<file path="src/sv/pga_pkg.sv">
`default_nettype none
package pga_pkg;

  localparam int POS_W_DEF = 32;
  localparam int VEL_W_DEF = 24;
  localparam int GAIN_W    = 12;
  localparam logic [GAIN_W-1:0] GAIN_RESET = 12'd768;
  localparam int ACC_W     = 32;
  // one guard bit above the output width tells a clamp apart
  localparam int QUO_W     = ACC_W + 1;
  localparam int DEN_SHIFT = 8;
  localparam int MUL_DIGIT = 32;
  localparam int STAT_W    = 2;

  typedef enum logic [STAT_W-1:0] {
    ST_OK          = 2'd0,
    ST_ZERO_RANGE  = 2'd1,
    ST_NOT_CLOSING = 2'd2,
    ST_SATURATED   = 2'd3
  } status_e;

  typedef struct packed {
    logic zero;
    logic nclose;
  } geo_flags_t;

  function automatic int imax(int a, int b);
    return (a > b) ? a : b;
  endfunction

  // registers through pga_mul: input stage, one stage per digit product, sign stage
  function automatic int mul_lat(int wa, int wb);
    return ((wa + MUL_DIGIT - 1) / MUL_DIGIT) * ((wb + MUL_DIGIT - 1) / MUL_DIGIT) + 2;
  endfunction

endpackage
`default_nettype wire

</file>
<file path="src/sv/pga_sqrt.sv">
`default_nettype none
module pga_sqrt import pga_pkg::*; #(
  parameter int NW = 16
) (
  input  logic            clk_i,
  input  logic            en_i,
  input  logic [NW-1:0]   n_i,
  output logic [NW/2-1:0] root_o
);

  localparam int H = NW / 2;

  logic [NW-1:0] n_q    [H];
  logic [H-1:0]  rem_q  [H];
  logic [H-1:0]  root_q [H+1];

  always_ff @(posedge clk_i) begin
    if (en_i) begin
      n_q[0]    <= n_i;
      rem_q[0]  <= '0;
      root_q[0] <= '0;
    end
  end

  // one root bit per stage, two radicand bits brought down each time
  for (genvar k = 1; k <= H; k++) begin : g_step
    logic [H+1:0] rt;
    logic [H+1:0] tr;
    logic         ge;
    assign rt = {rem_q[k-1], n_q[k-1][NW-1 -: 2]};
    assign tr = {root_q[k-1], 2'b01};
    assign ge = (rt >= tr);
    always_ff @(posedge clk_i) begin
      if (en_i) begin
        root_q[k] <= {root_q[k-1][H-2:0], ge};
      end
    end
    if (k < H) begin : g_fwd
      always_ff @(posedge clk_i) begin
        if (en_i) begin
          rem_q[k] <= ge ? H'(rt - tr) : H'(rt);
          n_q[k]   <= n_q[k-1] << 2;
        end
      end
    end
  end

  assign root_o = root_q[H];

endmodule
`default_nettype wire

</file>
<file path="config.mk">
export PLATFORM = sky130hd
export DESIGN_NAME = pga_sqrt
export DESIGN_NICKNAME = d
export VERILOG_FILES = /design/src/sv/pga_pkg.sv /design/src/sv/pga_sqrt.sv
export SDC_FILE = /design/constraint.sdc
export NUM_CORES = 1
export LEC_CHECK = 0
export ABC_AREA = 1
export BUFFER_PORTS_ARGS = -buffer_cell sky130_fd_sc_hd__clkbuf_2
export CAP_MARGIN = 5
export CORE_MARGIN = 2
export CORE_UTILIZATION = 60
export CTS_BUF_LIST = sky130_fd_sc_hd__clkbuf_2 sky130_fd_sc_hd__clkbuf_4 sky130_fd_sc_hd__clkbuf_8
export CTS_CLUSTER_SIZE = 20
export DETAILED_ROUTE_END_ITERATION = 7
export GPL_ROUTABILITY_DRIVEN = 0
export GPL_TIMING_DRIVEN = 0
export PLACE_DENSITY = 0.78
export SLEW_MARGIN = 10
export SYNTH_ARGS = -nofsm -noshare
export SYNTH_HDL_FRONTEND = slang
export SYNTH_SLANG_ARGS = --single-unit
</file>
<file path="constraint.sdc">
create_clock -name clk_i -period 2.6 [get_ports clk_i]
set_input_delay 0.13 -clock clk_i [delete_from_list [all_inputs] [get_ports clk_i]]
set_output_delay 0.13 -clock clk_i [all_outputs]
set_load 0.02 [all_outputs]
</file>
==> results.cfg <==
[floorplanning]
die_y_um = 115
start_util = 0.613
rows = 40
die_width_um = 115
core-area_um2 = 12000
ios = 26
die-area_um2 = 13200

[synthesis]
ys_warn_count = 0
syn_area_um2 = 7360
syn-mean-instance-area_um2 = 11.1
syn-num-nets = 721
synthCells = 663
ys_ff_latch = 159
synthTopCellsByArea = edfxtp_1, nand2_1, ha_1
synth-seq-area-share = 0.649
ys_types = 35
synth_area_leader_cell = edfxtp_1
synth_top_area_share = 0.649

[timing]
setup_violations = 0
hold_violations = 0
fin_crit_ns = 2.05
period_share = 0.790
skew_ns = 0.0121
fmax_ghz = 0.487
rsz0062_at_grt = false
relSlewSlack = 0.624
maxSlewViolCount = 0
worstMarginPinSlew_ns = 0.564

[cts]
tritoncts = done
holdBufCountCts = 16
max-clock-path-buffers = 2
post-cts-setup-buffers = 0
ctsHtreeMaxLevel = 4
clk_pin_slew_ns = 0.08
clock_sinks = 159
clockRootBuffer = clkbuf_8
clk_latency_ns = 0.46
ctsResizeCount = 0
cts_buffers = 17

[worst_setup_path]
crit_fanout = 9
crit_arrival_ns = 2.26
critical_path.startpoint_type = register
rr_endpoint = rem_q[1][22]
r2r_setup_slack_ns = 0.55
end_kind = register
cp.required_ns = 2.80
worstSetupPathType = reg -> reg
ff2ff_path_depth = 7
timing.rr.start = rem_q[1][11]

[finish]
final_cell_mix = nand2_1, edfxtp_1, inv_1
syn2layout_area_growth_pct = 12.2
final_layout_size_suffix_gt1_frac = 0.106
layout_commonest_cell = nand2_1
diodes = 0
multi_input_area_um2 = 2160
final_cell_count_no_fill = 884
nFillCells = 833
seqCellArea_um2 = 4770
fin_nets = 782
post-route-util = 0.688

[placement]
portBuffers = 25
post-place-cells = 836
dp_hpwl_um = 8420

[detailed_routing]
wl_per_cell_um = 13.9
drc_errors = 0
postRouteAntennaNets = 0
totalWireLength_um = 12300
drt-initial-drc-count = 304
vias = 4751
firstDrtPassIters = 7
via_per_inst = 5.37

[run_status]
status = complete, no violations

[min_path]
holdCritStartpoint = en_i
hold_path_depth = 1
hp-class = in -> reg
holdPathEnd = n_q[0][18]

[grt]
gr-total-overflow = 0
grt_max_degree = 87
grt_pass1_wl_um = 20600
grt.total_usage = 0.204
antenna_found_initial = 0
grt_pass1_vias = 4830

[power_and_ir_drop]
p_leak_nw = 3.67
pwr_density_cell_nw_per_um2 = 720
peakVddDrop_uv = 457

[run]
max_cap_viol_count = 0
worst max-delay path, stage by stage (launching register included):
cell	delay, ns
edfxtp_1	0.43
ha_1	0.39
nand2_1	0.13
inv_1	0.07
a31oi_2	0.46
nand2_4	0.16
nand2_1	0.10
nand2_1	0.06
sequential cells by signal, summed over array words and instances (netlist names):
register / cells
root_q: 36
rem_q: 51
n_q: 72
final cells by class:
cell class | instances | share of cell area
clock buffer | 20 | 0.0311
clock inverter | 12 | 0.0162
inverter | 115 | 0.0523
multi-input combinational | 389 | 0.261
sequential | 159 | 0.578
tap | 147 | 0.0223
timing repair buffer | 42 | 0.0389
report_power, final:
group / switching (mW) / leakage (nW) / internal [mW]
logic: 0.596 / 1.95 / 0.347
registers: 0.111 / 1.53 / 3.12
clock network: 0.872 / 0.198 / 0.889
worst max path at each step:
stage	startpoint	endpoint	slack, ns	cells after the start
global route	rem_q[1][11]	rem_q[1][22]	0.41	7
floorplan	rem_q[1][11]	rem_q[1][16]	0.91	7
finish	rem_q[1][11]	rem_q[1][22]	0.55	7
CTS	rem_q[1][11]	rem_q[1][22]	0.59	7
global placement	en_i	root_q[1][7]	-0.61	1
detailed placement	rem_q[1][11]	rem_q[1][22]	0.60	7
cells by family (layout without fill, tap and decap cells):
family | after synthesis | in the layout | share of synthesized area
DFF | 159 | 159 | 0.649
adders and majority gates | 40 | 40 | 0.0680
and+or+nand+nor | 284 | 284 | 0.168
buffers and inverters | 115 | 189 | 0.0586
xor gates and xnor gates | 18 | 18 | 0.0214
other | 1 | 1 | 0.000509
AOI/OAI and AO/OA | 46 | 46 | 0.0350
layer usage:
layer	share of wire	wire (µm)	track usage	up-vias
li1	-	-	-	2326
met1	0.36	4460	0.203	2215
met2	0.56	6820	0.381	156
met3	0.040	486	0.0517	54
met4	0.040	495	0.122	0
met5	0	0	0	-
metrics by stage:
step                      TNS, ns  worst slack, ns  power [mW]  hold slack (ns)  cell area (µm²)
after global placement     -96.10           -0.613        4.13            0.308             7670
after CTS                       0            0.594        5.98            0.261             8260
after global routing            0            0.406        6.25            0.283             8260
after detailed placement        0            0.604        4.20            0.309             7710
final                           0            0.546        5.94            0.275             8260
after floorplan                 0            0.914        3.93            0.229             7360
synth_stat cells (all sizes together):
master / number
a21o: 1
edfxtp: 159
o21ai: 22
o211ai: 1
and3: 1
nor2: 42
nor2b: 1
o2111ai: 1
nand3: 45
clkinv: 1
nand3b: 1
or2: 5
xor2: 11
conb: 1
inv: 114
o21a: 1
nand2: 179
ha: 40
nand4: 7
xnor2: 7
nor3: 3
o21bai: 2
a31oi: 1
a21oi: 17
(Power assumes the default switching activity.)
