$ cat src/sv/pga_pkg.sv
`default_nettype none
package pga_pkg;

  localparam int POS_W_DEF = 32;
  localparam int VEL_W_DEF = 24;
  localparam int GAIN_W    = 12;
  localparam logic [GAIN_W-1:0] GAIN_RESET = 12'd768;
  localparam int ACC_W     = 32;
  // one guard bit above the output width tells a clamp apart
  localparam int QUO_W     = ACC_W + 1;
  localparam int DEN_SHIFT = 8;
  localparam int MUL_DIGIT = 32;
  localparam int STAT_W    = 2;

  typedef enum logic [STAT_W-1:0] {
    ST_OK          = 2'd0,
    ST_ZERO_RANGE  = 2'd1,
    ST_NOT_CLOSING = 2'd2,
    ST_SATURATED   = 2'd3
  } status_e;

  typedef struct packed {
    logic zero;
    logic nclose;
  } geo_flags_t;

  function automatic int imax(int a, int b);
    return (a > b) ? a : b;
  endfunction

  // registers through pga_mul: input stage, one stage per digit product, sign stage
  function automatic int mul_lat(int wa, int wb);
    return ((wa + MUL_DIGIT - 1) / MUL_DIGIT) * ((wb + MUL_DIGIT - 1) / MUL_DIGIT) + 2;
  endfunction

endpackage
`default_nettype wire

$ cat src/sv/pga_mul.sv
`default_nettype none
module pga_mul import pga_pkg::*; #(
  parameter int WA = 8,
  parameter int WB = 8,
  parameter bit SGN = 1'b0
) (
  input  logic            clk_i,
  input  logic            en_i,
  input  logic [WA-1:0]   a_i,
  input  logic [WB-1:0]   b_i,
  output logic [WA+WB-1:0] p_o
);

  localparam int NA = (WA + MUL_DIGIT - 1) / MUL_DIGIT;
  localparam int NB = (WB + MUL_DIGIT - 1) / MUL_DIGIT;
  localparam int NP = NA * NB;
  localparam int AW = NA * MUL_DIGIT;
  localparam int BW = NB * MUL_DIGIT;
  localparam int SW = AW + BW;

  logic [AW-1:0] am_q  [NP];
  logic [BW-1:0] bm_q  [NP];
  logic          neg_q [NP+1];
  logic [SW-1:0] acc_q [NP+1];
  logic [WA+WB-1:0] p_q;
  logic [WA-1:0] amag;
  logic [WB-1:0] bmag;
  logic          neg;

  always_comb begin
    amag = a_i;
    bmag = b_i;
    neg  = 1'b0;
    if (SGN) begin
      amag = a_i[WA-1] ? (WA'(0) - a_i) : a_i;
      bmag = b_i[WB-1] ? (WB'(0) - b_i) : b_i;
      neg  = a_i[WA-1] ^ b_i[WB-1];
    end
  end

  always_ff @(posedge clk_i) begin
    if (en_i) begin
      am_q[0]  <= AW'(amag);
      bm_q[0]  <= BW'(bmag);
      neg_q[0] <= neg;
      acc_q[0] <= '0;
    end
  end

  // one digit-by-digit partial product per stage
  for (genvar k = 1; k <= NP; k++) begin : g_pp
    localparam int I = (k - 1) / NB;
    localparam int J = (k - 1) % NB;
    logic [2*MUL_DIGIT-1:0] pp;
    assign pp = am_q[k-1][I*MUL_DIGIT +: MUL_DIGIT] * bm_q[k-1][J*MUL_DIGIT +: MUL_DIGIT];
    always_ff @(posedge clk_i) begin
      if (en_i) begin
        acc_q[k] <= acc_q[k-1] + (SW'(pp) << ((I + J) * MUL_DIGIT));
        neg_q[k] <= neg_q[k-1];
      end
    end
    if (k < NP) begin : g_fwd
      always_ff @(posedge clk_i) begin
        if (en_i) begin
          am_q[k] <= am_q[k-1];
          bm_q[k] <= bm_q[k-1];
        end
      end
    end
  end

  always_ff @(posedge clk_i) begin
    if (en_i) begin
      p_q <= neg_q[NP] ? (WA+WB)'(SW'(0) - acc_q[NP]) : (WA+WB)'(acc_q[NP]);
    end
  end

  assign p_o = p_q;

endmodule
`default_nettype wire

$ cat config.mk
export PLATFORM = sky130hd
export DESIGN_NAME = pga_mul
export DESIGN_NICKNAME = d
export VERILOG_FILES = /design/src/sv/pga_pkg.sv /design/src/sv/pga_mul.sv
export SDC_FILE = /design/constraint.sdc
export NUM_CORES = 1
export LEC_CHECK = 0
export BUFFER_PORTS_ARGS = -buffer_cell sky130_fd_sc_hd__buf_4
export CAP_MARGIN = 20
export CELL_PAD_IN_SITES_DETAIL_PLACEMENT = 0
export CELL_PAD_IN_SITES_GLOBAL_PLACEMENT = 2
export CORE_ASPECT_RATIO = 0.9
export CORE_MARGIN = 1
export CORE_UTILIZATION = 41
export CTS_CLUSTER_SIZE = 24
export DETAILED_ROUTE_END_ITERATION = 16
export PLACE_DENSITY = 0.77
export SYNTH_ARGS = -nofsm -noshare
export SYNTH_HDL_FRONTEND = slang
export SYNTH_SLANG_ARGS = --single-unit
$ cat constraint.sdc
create_clock -name clk_i -period 5.8 [get_ports clk_i]
set_input_delay 0.87 -clock clk_i [delete_from_list [all_inputs] [get_ports clk_i]]
set_output_delay 0.87 -clock clk_i [all_outputs]
set_load 0.01 [all_outputs]
==> run_results.csv, run 1 <==
group,metric,value,unit
clocking,ctsHoldBuffers,0,
timing,finClkSkew,8.24,ps
power_and_ir_drop,pwr-share-seq,0.299,
clocking,post_cts_buffers,0,
placement,hpwl,5480,um
final_layout,fin_util,0.478,
global_routing,antenna_found_initial,0,
floorplan,core_region_area,9210,sq um
logic_synthesis,synth_top_cell_area_share,0.368,
final_layout,n_fill_cell,858,
critical_path,crit_type,"register to register",
timing,relSlewSlack,0.572,
global_routing,grt_use_total,0.153,
logic_synthesis,synth_seq_cells,48,
clocking,cts_max_path_buffers,2,
logic_synthesis,synth_commonest_cells,"71 x ha_1, 62 x inv_1, 48 x edfxtp_1, 36 x and2_1, 33 x fa_1",
final_layout,nets,495,
job,cap_violations,0,
timing,grt_setup_unrepaired,"no",
final_layout,area_delta_synth_final,12.4,%
clocking,ctsRootBufferMaster,"clkbuf_8",
timing,timing.fmax,190,MHz
floorplan,die_x,105,um
routing,vias,2332,
status,status,"finished, final reports clean",
logic_synthesis,yosysMostFrequentCell,"ha_1",
critical_path,arrival,5340,ps
power_and_ir_drop,power.share.clock,0.102,
timing,finalSetupViolations,0,
floorplan,rows,33,
clocking,cts_sinks,48,
timing,setup_slack,524,ps
timing,fin_hold_ws,425,ps
logic_synthesis,yosysTopAreaCell,"edfxtp_1",
logic_synthesis,ys_warn_count,0,
clocking,h-tree-depth,2,
logic_synthesis,syn_area,3920,sq um
routing,wirelength,6880,um
global_routing,grt_max_degree,49,
critical_path,r2r_slack,520,ps
worst_hold_path,hold_path.class,"register to register",
critical_path,end_kind,"register",
logic_synthesis,syn-num-nets,454,
clocking,clk_latency,310,ps
routing,post-route-drc-count,0,
logic_synthesis,ys_types,27,
clocking,clkSlewWorstSetupHoldPaths,90,ps
placement,port_buffers,33,
clocking,cts_buffers,5,
clocking,cts_tree,"built",
power_and_ir_drop,p_int,0.00113,W
routing,drt_iter0_markers,61,
timing,hold_viol,0,
power_and_ir_drop,swShare,0.410,
power_and_ir_drop,p_switching,0.000782,W
logic_synthesis,synth-edff-count,48,
timing,worst_pin_slew,642,ps
final_layout,layout-drive-gt1-share,0.115,
logic_synthesis,ys_top_cells_by_area,"edfxtp_1 37%, ha_1 23%, fa_1 17%",
power_and_ir_drop,peakVddDrop,315,uV
critical_path,required,5860,ps
routing,drtPass1Iterations,6,
power_and_ir_drop,combPwrFrac,0.598,
floorplan,die_height,94.7,um
power_and_ir_drop,power_density,433,nW/um^2
critical_path,critPathLaunchType,"register",
final_layout,insertedDiodeCount,0,
final_layout,final_cells,495,
logic_synthesis,async_reset_ff_frac,0,
global_routing,gr-total-overflow,0,
logic_synthesis,ys_seq_area_frac,0.368,
routing,viasPerCell,4.71,
global_routing,grt_pass1_vias,2319,
global_routing,grt_pass1_wl,11400,um
critical_path,critPathMaxFanout,8,
timing,fin_crit_sh,0.910,
timing,period_minus_slack,5280,ps
power_and_ir_drop,power_leakage,2.15,nW
logic_synthesis,synth.avg_cell_area,11.8,sq um
routing,post_drt_wl_per_cell,13.9,um
timing,drv_slew,0,
timing,final.setup.tns,0,ps
floorplan,start_util,0.425,
placement,dp_slack,533,ps
logic_synthesis,synth_flop_cell,"edfxtp_1",
floorplan,dieArea,9950,sq um
clocking,cts_resized,0,
placement,placed_cells,488,
placement,place.gp.congestion,0.848,
floorplan,ios,34,
logic_synthesis,syn_inst,332,
routing,drtAntennaViolNets,0,
==> layout make-up <==
cell class | instances | area, sq um | area share
clock inverter | 1 | 5.00 | 0.00114
tap | 122 | 153 | 0.0347
clock buffer | 6 | 72.6 | 0.0165
inverter | 62 | 233 | 0.0529
timing repair buffer | 34 | 255 | 0.0580
sequential | 48 | 1440 | 0.327
multi-input combinational | 222 | 2240 | 0.510
==> path summary, 6_finish.rpt <==
kind | depth (start not counted) | to | from
worst max-delay path | 18 | acc_q[0][75] | bm_q[0][4]
worst min-delay path | 0 | p_o[3] | acc_q[0][67]
worst max register to register | 18 | acc_q[0][75] | bm_q[0][4]
worst min register to register | 0 | p_o[3] | acc_q[0][67]
==> per-stage QoR <==
stage          area [sq um]  power (W)
2_1_floorplan          3920    0.00145
3_3_place_gp           4330    0.00173
3_5_place_dp           4330    0.00174
4_1_cts                4400    0.00196
5_1_grt                4400    0.00213
6_report               4400    0.00191
==> layer usage <==
| layer | track usage | routed length (um) | vias to the layer above | share of wire |
|---|---|---|---|---|
| li1 | - | - | 1177 | - |
| met1 | 0.224 | 3560 | 1116 | 0.52 |
| met2 | 0.230 | 3050 | 27 | 0.44 |
| met3 | 0.0283 | 166 | 12 | 0.024 |
| met4 | 0.0458 | 107 | 0 | 0.016 |
| met5 | 0 | 0 | - | 0 |
==> kinds of logic after synthesis <==
| group | count (synthesis) | share of synthesized area |
|---|---|---|
| AO/OA/AOI/OAI | 20 | 0.0348 |
| AND/OR/NAND/NOR | 83 | 0.109 |
| buffers and inverters | 62 | 0.0594 |
| flip-flops | 48 | 0.368 |
| adder cells (fa/ha/maj) | 104 | 0.395 |
| XOR/XNOR | 15 | 0.0335 |
==> critical path, stage by stage, from the launching register on <==
cell      delay [ps]
edfxtp_1         490
and2_1           220
fa_1             540
inv_1             60
fa_1             500
fa_1             550
inv_1             40
ha_1             180
ha_1             270
ha_1             280
inv_1             50
fa_1             520
inv_1             40
ha_1             370
and3_1           240
a221oi_2         300
o21bai_1         110
a21oi_2          160
xnor2_1           80
==> placed cells by master (no fill, tap or decap) <==
| master | netlist | routed |
|---|---|---|
| o21ai_1 | 1 | 1 |
| a21oi_1 | 6 | 6 |
| a211oi_2 | 1 | 1 |
| fa_1 | 33 | 33 |
| clkbuf_8 | 0 | 5 |
| xnor2_1 | 10 | 10 |
| nor2b_1 | 2 | 2 |
| o21a_1 | 1 | 1 |
| a21oi_2 | 1 | 1 |
| inv_1 | 62 | 62 |
| nand3_1 | 3 | 3 |
| ha_1 | 71 | 71 |
| xor2_1 | 5 | 5 |
| a21o_1 | 2 | 2 |
| or3_1 | 2 | 2 |
| nand2b_1 | 1 | 1 |
| o21ai_0 | 4 | 4 |
| o21bai_1 | 1 | 1 |
| and2_1 | 36 | 36 |
| clkbuf_1 | 0 | 1 |
| nor2_1 | 3 | 3 |
| nor4_1 | 2 | 2 |
| clkinv_2 | 0 | 1 |
| nor3_1 | 1 | 1 |
| a22oi_1 | 1 | 1 |
| nand2_1 | 32 | 32 |
| and3_1 | 1 | 1 |
| o211ai_1 | 1 | 1 |
| a221oi_2 | 1 | 1 |
| buf_4 | 0 | 34 |
| edfxtp_1 | 48 | 48 |
==> state kept, by name, summed over array words and instances, names as in the netlist <==
register  flops
p_o          16
am_q          8
bm_q          8
acc_q        16
==> power by group through the flow <==
stage,clock network (W),logic (W),registers [W]
2_1_floorplan,0,0.000865,0.000580
3_3_place_gp,0,0.00115,0.000578
3_5_place_dp,0,0.00116,0.000579
4_1_cts,0.000207,0.00118,0.000572
5_1_grt,0.000220,0.00133,0.000582
6_report,0.000196,0.00114,0.000571
No activity file was read; power rests on OpenSTA's default activity.
==> inputs of run 2 (changes only) <==
--- a/config.mk
+++ b/config.mk
@@ -11,10 +11,10 @@
 export CELL_PAD_IN_SITES_GLOBAL_PLACEMENT = 2
 export CORE_ASPECT_RATIO = 0.9
 export CORE_MARGIN = 1
-export CORE_UTILIZATION = 41
+export CORE_UTILIZATION = 37
 export CTS_CLUSTER_SIZE = 24
 export DETAILED_ROUTE_END_ITERATION = 16
-export PLACE_DENSITY = 0.77
+export PLACE_DENSITY = 0.74
 export SYNTH_ARGS = -nofsm -noshare
 export SYNTH_HDL_FRONTEND = slang
 export SYNTH_SLANG_ARGS = --single-unit
==> constraint.sdc (replaced) <==
create_clock -name clk_i -period 4.7 [get_ports clk_i]
set_input_delay 0.705 -clock clk_i [delete_from_list [all_inputs] [get_ports clk_i]]
set_output_delay 0.705 -clock clk_i [all_outputs]
set_load 0.01 [all_outputs]
==> run 2 against run 1 <==
Compared with the run above:
- the flow now finishes with violations (setup timing)
- setup slack worse by 670 ps
- first-iteration DRC count is 8.2% higher
- fmax is 8.9% higher
- core utilization is 1.5 points higher
- critical path depth stayed put
- via count is 8.3% higher
- flip-flop and latch count stayed put
- cell count is 9.9% higher
- largest power group unchanged
==> run_results.csv, run 2 (synthesized netlist as in run 1, its figures left out) <==
group,metric,value,unit
status,status,"complete, but fails checks",
status,violations,"setup timing",
final_layout,final_common_cell,"buf_4",
clocking,clkSlewWorstSetupHoldPaths,70,ps
global_routing,grt_pass1_vias,2508,
clocking,cts_buffers,5,
global_routing,gr-total-overflow,0,
critical_path,crit_family,"adder cells",
placement,hpwl,5510,um
critical_path,crit_slowest_cell,"fa_1",
floorplan,rows,35,
critical_path,critPathLaunch,"bm_q[0][2]",
critical_path,required,4740,ps
critical_path,worst-path-stages,18,
timing,hold_viol,0,
power_and_ir_drop,power.share.clock,0.111,
placement,dp_slack,-267,ps
global_routing,grt_pass1_wl,12100,um
critical_path,critical_path.endpoint,"acc_q[0][79]",
critical_path,crit_type,"register to register",
final_layout,nets,537,
floorplan,dieArea,11000,sq um
timing,grt_setup_unrepaired,"yes",
critical_path,critPathMaxStageDelay,540,ps
final_layout,insertedDiodeCount,0,
timing,worst_pin_slew,613,ps
final_layout,final_cells,544,
placement,placed_cells,524,
final_layout,n_fill_cell,973,
timing,setup_slack,-144,ps
routing,viasPerCell,4.64,
power_and_ir_drop,peakVddDrop,352,uV
global_routing,grt_use_total,0.140,
timing,fin_crit_sh,1.03,
clocking,h-tree-depth,2,
routing,vias,2525,
clocking,cts_max_path_buffers,2,
routing,drtAntennaViolNets,0,
final_layout,layout_common_cells,"75 x buf_4, 56 x inv_1, 53 x ha_1, 48 x edfxtp_1, 32 x nand2_1",
critical_path,r2r_slack,-140,ps
final_layout,area_delta_synth_final,28.9,%
power_and_ir_drop,power_leakage,2.38,nW
power_and_ir_drop,pwr-share-seq,0.226,
final_layout,fin_util,0.493,
power_and_ir_drop,combPwrFrac,0.663,
critical_path,end_kind,"register",
power_and_ir_drop,p_int,0.00194,W
critical_path,worstReg2RegEnd,"acc_q[0][79]",
floorplan,start_util,0.382,
power_and_ir_drop,p_switching,0.00115,W
routing,drt_iter0_markers,66,
routing,wirelength,7210,um
critical_path,crit_chain,"and2_4, fa_1, inv_1, fa_1, fa_1, inv_2, ha_4, ha_4, ha_4, inv_2, fa_1, inv_2, ha_4, and3_4, a22oi_2, a211oi_2, o21ai_1, xnor2_1",
power_and_ir_drop,swShare,0.372,
critical_path,crit_buf_inv,4,
floorplan,die_height,99.6,um
timing,finClkSkew,6.72,ps
power_and_ir_drop,p_total,0.00310,W
routing,post_drt_wl_per_cell,13.2,um
timing,timing.fmax,206,MHz
final_layout,layout-drive-gt1-share,0.296,
critical_path,worst-r2r-cell-count,18,
floorplan,ios,34,
placement,port_buffers,33,
power_and_ir_drop,power_density,613,nW/um^2
critical_path,arrival,4890,ps
clocking,ctsRootBufferMaster,"clkbuf_16",
timing,finalSetupViolations,3,
worst_hold_path,hold_path.class,"register to register",
timing,drv_slew,0,
timing,relSlewSlack,0.591,
job,cap_violations,0,
global_routing,antenna_found_initial,0,
floorplan,die_x,110,um
floorplan,core_region_area,10200,sq um
clocking,clk_latency,290,ps
placement,place.gp.congestion,0.752,
routing,drtPass1Iterations,4,
global_routing,grt_max_degree,49,
critical_path,r2r_start,"bm_q[0][2]",
routing,post-route-drc-count,0,
critical_path,critPathMaxFanout,5,
timing,fin_hold_ws,419,ps
clocking,cts_sinks,48,
timing,period_minus_slack,4840,ps
clocking,cts_tree,"built",
critical_path,critPathLaunchType,"register",
==> run 2: cell types whose count changed in the layout (fill, tap and decap cells not counted), moves of 5 or more <==
cell and change:
inv_2 +6, buf_4 +41, inv_1 -6, clkbuf_16 +5, clkbuf_8 -5, ha_4 +17
and2_4 +5, ha_1 -18, and2_1 -5
==> run 2: worst min path at each step <==
stage	from	slack, ps	end	depth (start not counted)
2_1_floorplan	acc_q[0][64]	400	p_o[0]	0
3_3_place_gp	acc_q[0][65]	400	p_o[1]	0
3_5_place_dp	acc_q[0][64]	400	p_o[0]	0
4_1_cts	acc_q[0][76]	420	p_o[12]	0
5_1_grt	acc_q[0][66]	430	p_o[2]	0
6_report	acc_q[0][74]	420	p_o[10]	0
==> run 2: layer usage <==
metal	vias to the layer above	global-route usage	wire length (um)
met5	-	0	0
li1	1258	-	-
met2	21	0.213	3250
met3	7	0.0262	144
met4	0	0.0369	81
met1	1239	0.205	3730
==> run 2: per-stage QoR <==
stage                     cell area (sq um)  TNS [ps]
after floorplan                        3970         0
after global placement                 4600     -1320
after detailed placement               4600     -1350
after CTS                              4910      -515
after global routing                   5050     -1090
final                                  5050      -321
==> run 2: worst reg2reg max path, stage by stage, from the launching register on <==
cell	delay, ps
edfxtp_1	460
and2_4	200
fa_1	540
inv_1	50
fa_1	470
fa_1	540
inv_2	50
ha_4	210
ha_4	270
ha_4	120
inv_2	30
fa_1	540
inv_2	50
ha_4	260
and3_4	180
a22oi_2	70
a211oi_2	310
o21ai_1	130
xnor2_1	130
==> run 2: power groups by stage <==
stage          logic (W)  clock network [W]  registers (W)
2_1_floorplan    0.00114                  0       0.000716
5_1_grt          0.00234           0.000370       0.000713
4_1_cts          0.00194           0.000360       0.000702
3_5_place_dp     0.00169                  0       0.000709
3_3_place_gp     0.00169                  0       0.000710
6_report         0.00205           0.000343       0.000700
==> run 2: area by class of cell <==
class / instances / area (sq um) / share of cell area
inverters: 62 / 233 / 0.0461
repair buffers: 76 / 574 / 0.114
multi-input cells: 222 / 2510 / 0.496
clock buffers: 6 / 129 / 0.0255
clock inverters: 1 / 5.00 / 0.000991
well taps: 129 / 161 / 0.0320
flip-flops and latches: 48 / 1440 / 0.285
==> run 2: what timing repair did <==
item	CTS	global route
resized for setup	19	19
pin swaps	19	20
cloned	0	0
endpoints found under the setup margin	7	8
hold buffers	0	0
setup buffers	8	5
